`config.mk`:
```
export PLATFORM = sky130hd
export DESIGN_NAME = nhd_ctrl
export DESIGN_NICKNAME = d
export VERILOG_FILES = /design/src/rtl/nhd_pkg.sv /design/src/rtl/nhd_ctrl.sv
export SDC_FILE = /design/constraint.sdc
export NUM_CORES = 1
export LEC_CHECK = 0
export ABC_AREA = 1
export ABC_CLOCK_PERIOD_IN_PS = 3750
export BUFFER_PORTS_ARGS = -buffer_cell sky130_fd_sc_hd__buf_4
export CAP_MARGIN = 20
export CORE_MARGIN = 4
export CORE_UTILIZATION = 49
export CTS_BUF_LIST = sky130_fd_sc_hd__clkbuf_16
export DETAILED_ROUTE_END_ITERATION = 8
export PLACE_DENSITY_LB_ADDON = 0.08
export RECOVER_POWER = 100
export SYNTH_ARGS = -nofsm -noshare
export SYNTH_HDL_FRONTEND = slang
export SYNTH_SLANG_ARGS = --single-unit
```
`constraint.sdc`:
```
create_clock -name clk_i -period 3.75 [get_ports clk_i]
set_clock_uncertainty 0.15 [all_clocks]
set_input_delay 0.1875 -clock clk_i [delete_from_list [all_inputs] [get_ports clk_i]]
set_output_delay 0.1875 -clock clk_i [all_outputs]
set_load 0.03 [all_outputs]
```
`src/rtl/nhd_pkg.sv`:
```
// ----------------------------------------------------------------------------
// Name hash directory package
// Types, codes and byte helpers shared by the directory modules.
// ----------------------------------------------------------------------------
package nhd_pkg;

  localparam int unsigned MaxEntriesDefault = 1024;
  localparam int unsigned NameW   = 64;
  localparam int unsigned IndexW  = 11;
  localparam int unsigned StatusW = 2;
  localparam int unsigned HashW   = 32;

  typedef enum logic [1:0] {
    OP_APPEND = 2'd0,
    OP_BUILD  = 2'd1,
    OP_LOOKUP = 2'd2,
    OP_NONE   = 2'd3
  } op_e;

  typedef enum logic [StatusW-1:0] {
    ST_OK        = 2'd0,
    ST_NOT_FOUND = 2'd1,
    ST_FULL      = 2'd2,
    ST_NOT_BUILT = 2'd3
  } status_e;

  typedef enum logic [1:0] {
    RES_NONE,
    RES_APPENDED,
    RES_FOUND
  } res_sel_e;

  typedef enum logic [1:0] {
    IDX_KEEP,
    IDX_ZERO,
    IDX_INC
  } idx_op_e;

  typedef enum logic [3:0] {
    S_IDLE,
    S_DONE,
    S_CLR,
    S_B_RD,
    S_B_HS,
    S_B_HASH,
    S_B_MOD,
    S_B_HEAD,
    S_B_LINK,
    S_L_HASH,
    S_L_MOD,
    S_L_HEAD,
    S_L_WALK,
    S_L_CHK,
    S_L_CMP
  } state_e;

  // controller -> datapath
  typedef struct packed {
    logic     accept;
    logic     append_wr;
    logic     clr_wr;
    logic     link_wr;
    idx_op_e  idx_op;
    logic     name_rd_idx;
    logic     name_rd_cur;
    logic     head_rd;
    logic     hash_start;
    logic     hash_src_mem;
    logic     hash_step;
    logic     mod_step;
    logic     walk_start;
    logic     walk_next;
    logic     built_set;
    logic     res_set;
    res_sel_e res_sel;
    status_e  res_status;
    logic     res_load;
  } ctl_t;

  // datapath -> controller
  typedef struct packed {
    logic cnt_zero;
    logic full;
    logic built;
    logic idx_last;
    logic hash_last;
    logic mod_last;
    logic walk_ok;
    logic match;
    logic out_free;
  } sts_t;

  function automatic logic [7:0] upper8(input logic [7:0] c);
    logic [7:0] u;
    u = c;
    if (c >= 8'h61 && c <= 8'h7a) u = c - 8'h20;
    return u;
  endfunction

  // equal up to and including the first zero byte, or over all 8 bytes
  function automatic logic names_match(input logic [NameW-1:0] a,
                                       input logic [NameW-1:0] b);
    logic       ok;
    logic       stop;
    logic [7:0] ua;
    logic [7:0] ub;
    ok   = 1'b1;
    stop = 1'b0;
    for (int k = 0; k < 8; k++) begin
      ua = upper8(a[8*k +: 8]);
      ub = upper8(b[8*k +: 8]);
      if (!stop) begin
        if (ua != ub) begin
          ok   = 1'b0;
          stop = 1'b1;
        end else if (ua == 8'h00) begin
          stop = 1'b1;
        end
      end
    end
    return ok;
  endfunction

endpackage

```
`src/rtl/nhd_ctrl.sv`:
```
// ----------------------------------------------------------------------------
// Name hash directory controller
// Sequences append, chain build and chain walk over the datapath.
// ----------------------------------------------------------------------------
module nhd_ctrl import nhd_pkg::*; (
  input  logic       clk_i,
  input  logic       rst_ni,
  input  logic       in_valid_i,
  input  logic [1:0] in_op_i,
  output logic       in_ready_o,
  input  sts_t       sts_i,
  output ctl_t       ctl_o
);

  state_e state_q, state_d;
  op_e    op;

  assign op = op_e'(in_op_i);

  always_ff @(posedge clk_i or negedge rst_ni) begin
    if (!rst_ni) state_q <= S_IDLE;
    else         state_q <= state_d;
  end

  // next state
  always_comb begin
    state_d = state_q;
    unique case (state_q)
      S_IDLE: begin
        if (in_valid_i) begin
          unique case (op)
            OP_BUILD:  state_d = sts_i.cnt_zero ? S_DONE : S_CLR;
            OP_LOOKUP: state_d = (!sts_i.built || sts_i.cnt_zero) ? S_DONE : S_L_HASH;
            default:   state_d = S_DONE;
          endcase
        end
      end
      S_CLR:    if (sts_i.idx_last) state_d = S_B_RD;
      S_B_RD:   state_d = S_B_HS;
      S_B_HS:   state_d = S_B_HASH;
      S_B_HASH: if (sts_i.hash_last) state_d = S_B_MOD;
      S_B_MOD:  if (sts_i.mod_last) state_d = S_B_HEAD;
      S_B_HEAD: state_d = S_B_LINK;
      S_B_LINK: state_d = sts_i.idx_last ? S_DONE : S_B_RD;
      S_L_HASH: if (sts_i.hash_last) state_d = S_L_MOD;
      S_L_MOD:  if (sts_i.mod_last) state_d = S_L_HEAD;
      S_L_HEAD: state_d = S_L_WALK;
      S_L_WALK: state_d = S_L_CHK;
      S_L_CHK:  state_d = sts_i.walk_ok ? S_L_CMP : S_DONE;
      S_L_CMP:  state_d = sts_i.match ? S_DONE : S_L_CHK;
      S_DONE:   if (sts_i.out_free) state_d = S_IDLE;
      default:  state_d = S_IDLE;
    endcase
  end

  // outputs
  always_comb begin
    ctl_o            = '0;
    ctl_o.idx_op     = IDX_KEEP;
    ctl_o.res_sel    = RES_NONE;
    ctl_o.res_status = ST_OK;
    in_ready_o       = 1'b0;
    unique case (state_q)
      S_IDLE: begin
        in_ready_o   = 1'b1;
        ctl_o.accept = in_valid_i;
        if (in_valid_i) begin
          unique case (op)
            OP_APPEND: begin
              ctl_o.res_set = 1'b1;
              if (sts_i.full) begin
                ctl_o.res_status = ST_FULL;
              end else begin
                ctl_o.append_wr = 1'b1;
                ctl_o.res_sel   = RES_APPENDED;
              end
            end
            OP_BUILD: begin
              if (sts_i.cnt_zero) begin
                ctl_o.built_set = 1'b1;
                ctl_o.res_set   = 1'b1;
              end else begin
                ctl_o.idx_op = IDX_ZERO;
              end
            end
            OP_LOOKUP: begin
              if (!sts_i.built) begin
                ctl_o.res_set    = 1'b1;
                ctl_o.res_status = ST_NOT_BUILT;
              end else if (sts_i.cnt_zero) begin
                ctl_o.res_set    = 1'b1;
                ctl_o.res_status = ST_NOT_FOUND;
              end else begin
                ctl_o.hash_start = 1'b1;
              end
            end
            default: ctl_o.res_set = 1'b1;
          endcase
        end
      end
      S_CLR: begin
        ctl_o.clr_wr = 1'b1;
        ctl_o.idx_op = sts_i.idx_last ? IDX_ZERO : IDX_INC;
      end
      S_B_RD: ctl_o.name_rd_idx = 1'b1;
      S_B_HS: begin
        ctl_o.hash_start   = 1'b1;
        ctl_o.hash_src_mem = 1'b1;
      end
      S_B_HASH, S_L_HASH: ctl_o.hash_step = 1'b1;
      S_B_MOD, S_L_MOD:   ctl_o.mod_step  = 1'b1;
      S_B_HEAD, S_L_HEAD: ctl_o.head_rd   = 1'b1;
      S_B_LINK: begin
        ctl_o.link_wr = 1'b1;
        if (sts_i.idx_last) begin
          ctl_o.built_set = 1'b1;
          ctl_o.res_set   = 1'b1;
        end else begin
          ctl_o.idx_op = IDX_INC;
        end
      end
      S_L_WALK: ctl_o.walk_start = 1'b1;
      S_L_CHK: begin
        if (sts_i.walk_ok) begin
          ctl_o.name_rd_cur = 1'b1;
        end else begin
          ctl_o.res_set    = 1'b1;
          ctl_o.res_status = ST_NOT_FOUND;
        end
      end
      S_L_CMP: begin
        if (sts_i.match) begin
          ctl_o.res_set = 1'b1;
          ctl_o.res_sel = RES_FOUND;
        end else begin
          ctl_o.walk_next = 1'b1;
        end
      end
      S_DONE: ctl_o.res_load = sts_i.out_free;
      default: ctl_o.res_load = 1'b0;
    endcase
  end

endmodule

```
==> impl_metrics.env <==
export IMPL_worstPathCellList="nor2_1, nand2_1, nor2_1, inv_1, nor3b_1, clkbuf_1"
export IMPL_startpoint_type="register"
export IMPL_ys_async_sr_fraction=1.00
export IMPL_die_area_um2=2240
export IMPL_drive_above_1_share=0.144
export IMPL_cts_sinks=4
export IMPL_p_leak_nw=0.657
export IMPL_port_buffers=36
export IMPL_top_register="state_q"
export IMPL_arrival_ns=2.20
export IMPL_ioPinCount=37
export IMPL_wirelength_mm=2.51
export IMPL_cts_root_buffer_cell="clkbuf_16"
export IMPL_synth_most_common_cell="nand2_1"
export IMPL_fin_nets=200
export IMPL_grt_antenna_before_repair=0
export IMPL_synth_edff_count=0
export IMPL_setup_tns_ns=0
export IMPL_ys_warn_count=0
export IMPL_required_ns=3.41
export IMPL_die_y_um=47.3
export IMPL_largest_register_ff_count=4
export IMPL_clock_path_buffers=2
export IMPL_post_route_util=0.750
export IMPL_synth_area_per_cell_um2=5.41
export IMPL_vias_per_cell=5.28
export IMPL_initial_utilization=0.548
export IMPL_grt_first_pass_wirelength_mm=3.94
export IMPL_drt_iter0_drc=64
export IMPL_path_clk_slew_ns=0.03
export IMPL_tritoncts="yes"
export IMPL_slew_headroom=0.686
export IMPL_netlist_instances=140
export IMPL_rows=13
export IMPL_setup_worst_path_end_class="primary output"
export IMPL_critical_path_max_stage_delay_ns=0.45
export IMPL_peakVddDrop_mv=0.425
export IMPL_core_um2=1380
export IMPL_rsz0062_at_grt="no"
export IMPL_synth_common_cells="48 x nand2_1, 25 x inv_1, 15 x nand3_1, 15 x nor2_1"
export IMPL_ys_ff_latch=4
export IMPL_cts_buffers=3
export IMPL_grt_pass1_vias=916
export IMPL_diodes=0
export IMPL_firstDrtPassIters=5
export IMPL_synthTopCellsByArea="nand2_1 24%, dfrtp_1 13%, inv_1 12%"
export IMPL_slowest_stage="dfrtp_1"
export IMPL_status="finished, final reports clean"
export IMPL_cp_max_fo=6
export IMPL_hold_class="input pin to async pin"
export IMPL_clk_latency_ns=0.23
export IMPL_cpMostUsedCell="nor2_1"
export IMPL_drv_slew=0
export IMPL_wire_per_inst_um=12.9
export IMPL_synth_area_um2=757
export IMPL_drc_errors=0
export IMPL_fin_crit_ns=2.54
export IMPL_tightest_slew_ns=0.470
export IMPL_fmax_ghz=0.394
export IMPL_synth_top_area_share=0.238
export IMPL_htreeDepth=1
export IMPL_period_share=0.677
export IMPL_syn_to_final_growth_pct=37.0
export IMPL_seq_area_frac_synth=0.132
export IMPL_place_detailed_hpwl_mm=2.04
export IMPL_num_vias=1030
export IMPL_ant_nets=0
export IMPL_hold_viol=0
export IMPL_reg_largest_list="state_q (4)"
export IMPL_gr_total_overflow=0
export IMPL_track_usage=0.247
export IMPL_path_class="register to primary output"
export IMPL_yosysUniqueCellTypes=23
export IMPL_n_fill_cell=134
export IMPL_power_density_nw_per_um2=799
export IMPL_synth_top_flop_cell="dfrtp_1"
export IMPL_synth_largest_area_cell="nand2_1"
export IMPL_setup_viol=0
export IMPL_syn_nets=158
export IMPL_gp_congestion=0.901
export IMPL_grt_max_degree=8
export IMPL_fp_dieW_um=47.3
export IMPL_drv_cap=0
[area by class of cell]
cell class                      count  area (um2)  share of cell area
Multi-Input combinational cell    108         522               0.503
Timing Repair Buffer               37         216               0.209
Inverter                           28         105               0.101
Sequential cell                     4         100              0.0965
Clock buffer                        3        75.1              0.0724
Tap cell                           15        18.8              0.0181
[through the flow]
| stage | setup slack (ns) | power (mW) | cells | area (um2) | hold WS, ns |
|---|---|---|---|---|---|
| 3_5_place_dp | 1.94 | 0.698 | 191 | 1050 | -0.157 |
| 4_1_cts | 1.70 | 0.875 | 195 | 1130 | 0.148 |
| 5_1_grt | 1.03 | 0.882 | 195 | 1040 | 0.210 |
| 2_1_floorplan | 1.55 | 0.520 | 140 | 757 | -0.258 |
| 6_report | 1.21 | 0.828 | 195 | 1040 | 0.189 |
| 3_3_place_gp | 2.03 | 0.689 | 191 | 1050 | -0.165 |
[where the power goes]
part,leakage [nW],internal (mW),switching [mW],total [mW]
sequential,0.0508,0.0657,0.0350,0.101
combinational,0.569,0.157,0.397,0.554
clock,0.0370,0.137,0.0366,0.173
total,0.657,0.359,0.469,0.828
[critical path: cells and delay by family, from the launching register on]
family / cells / cell delay (ns)
buffers and inverters: 2 / 0.51
DFF: 1 / 0.45
and+or+nand+nor: 4 / 1.01
[metal layers]
metal | wire, um | global-route usage
met2 | 1230 | 0.428
met4 | 36 | 0.0663
met5 | 0 | 0
met1 | 960 | 0.299
met3 | 281 | 0.0613
[timing repair]
action	4_1_cts	5_1_grt
setup buffers	0	0
endpoints found under the hold margin	4	0
resized for setup	0	0
hold buffers	1	0
endpoints found under the setup margin	0	0
[logic make-up (layout without fill, tap and decap cells)]
group	Yosys count	count (layout)	share of synthesized area
buffers and inverters	28	68	0.139
DFF	4	4	0.132
adders and majority gates	4	4	0.0661
AOI/OAI and AO/OA	9	9	0.0827
and+or+nand+nor	95	95	0.580
[final timing paths]
| path | from | endpoint | slack (ns) | depth (start not counted) |
|---|---|---|---|---|
| max in group asynchronous | rst_ni | state_q[0] | 3.04 | 2 |
| worst max-delay path | state_q[3] | ctl_o[20] | 1.21 | 6 |
| min in group clk_i | sts_i[2] | state_q[2] | 0.23 | 5 |
| worst min-delay path | rst_ni | state_q[2] | 0.19 | 2 |
| worst min register to register | state_q[1] | state_q[1] | 0.48 | 2 |
| worst max register to register | state_q[0] | state_q[1] | 2.00 | 9 |
[cell usage in the layout, fill, tap and decap left out]
master         Yosys  final
a22o_1             1      1
clkbuf_16          0      3
nand3_1           15     15
o21ai_0            2      2
ha_1               4      4
nand3_2            1      1
o22ai_1            1      1
nor3b_1            2      2
nor2_2             4      1
buf_4              0     19
nor2_1            15     20
dfrtp_1            4      4
nor3_1             2      2
nor2_4             3      1
dlygate4sd3_1      0      1
nand3b_1           2      2
a21oi_1            2      2
nand4_1            1      1
and2_1             1      1
nand2_1           48     49
clkbuf_1           0     17
inv_1             25     27
o21bai_1           1      1
inv_2              3      1
o31ai_1            0      1
o21a_1             1      1
(Power assumes the default switching activity.)
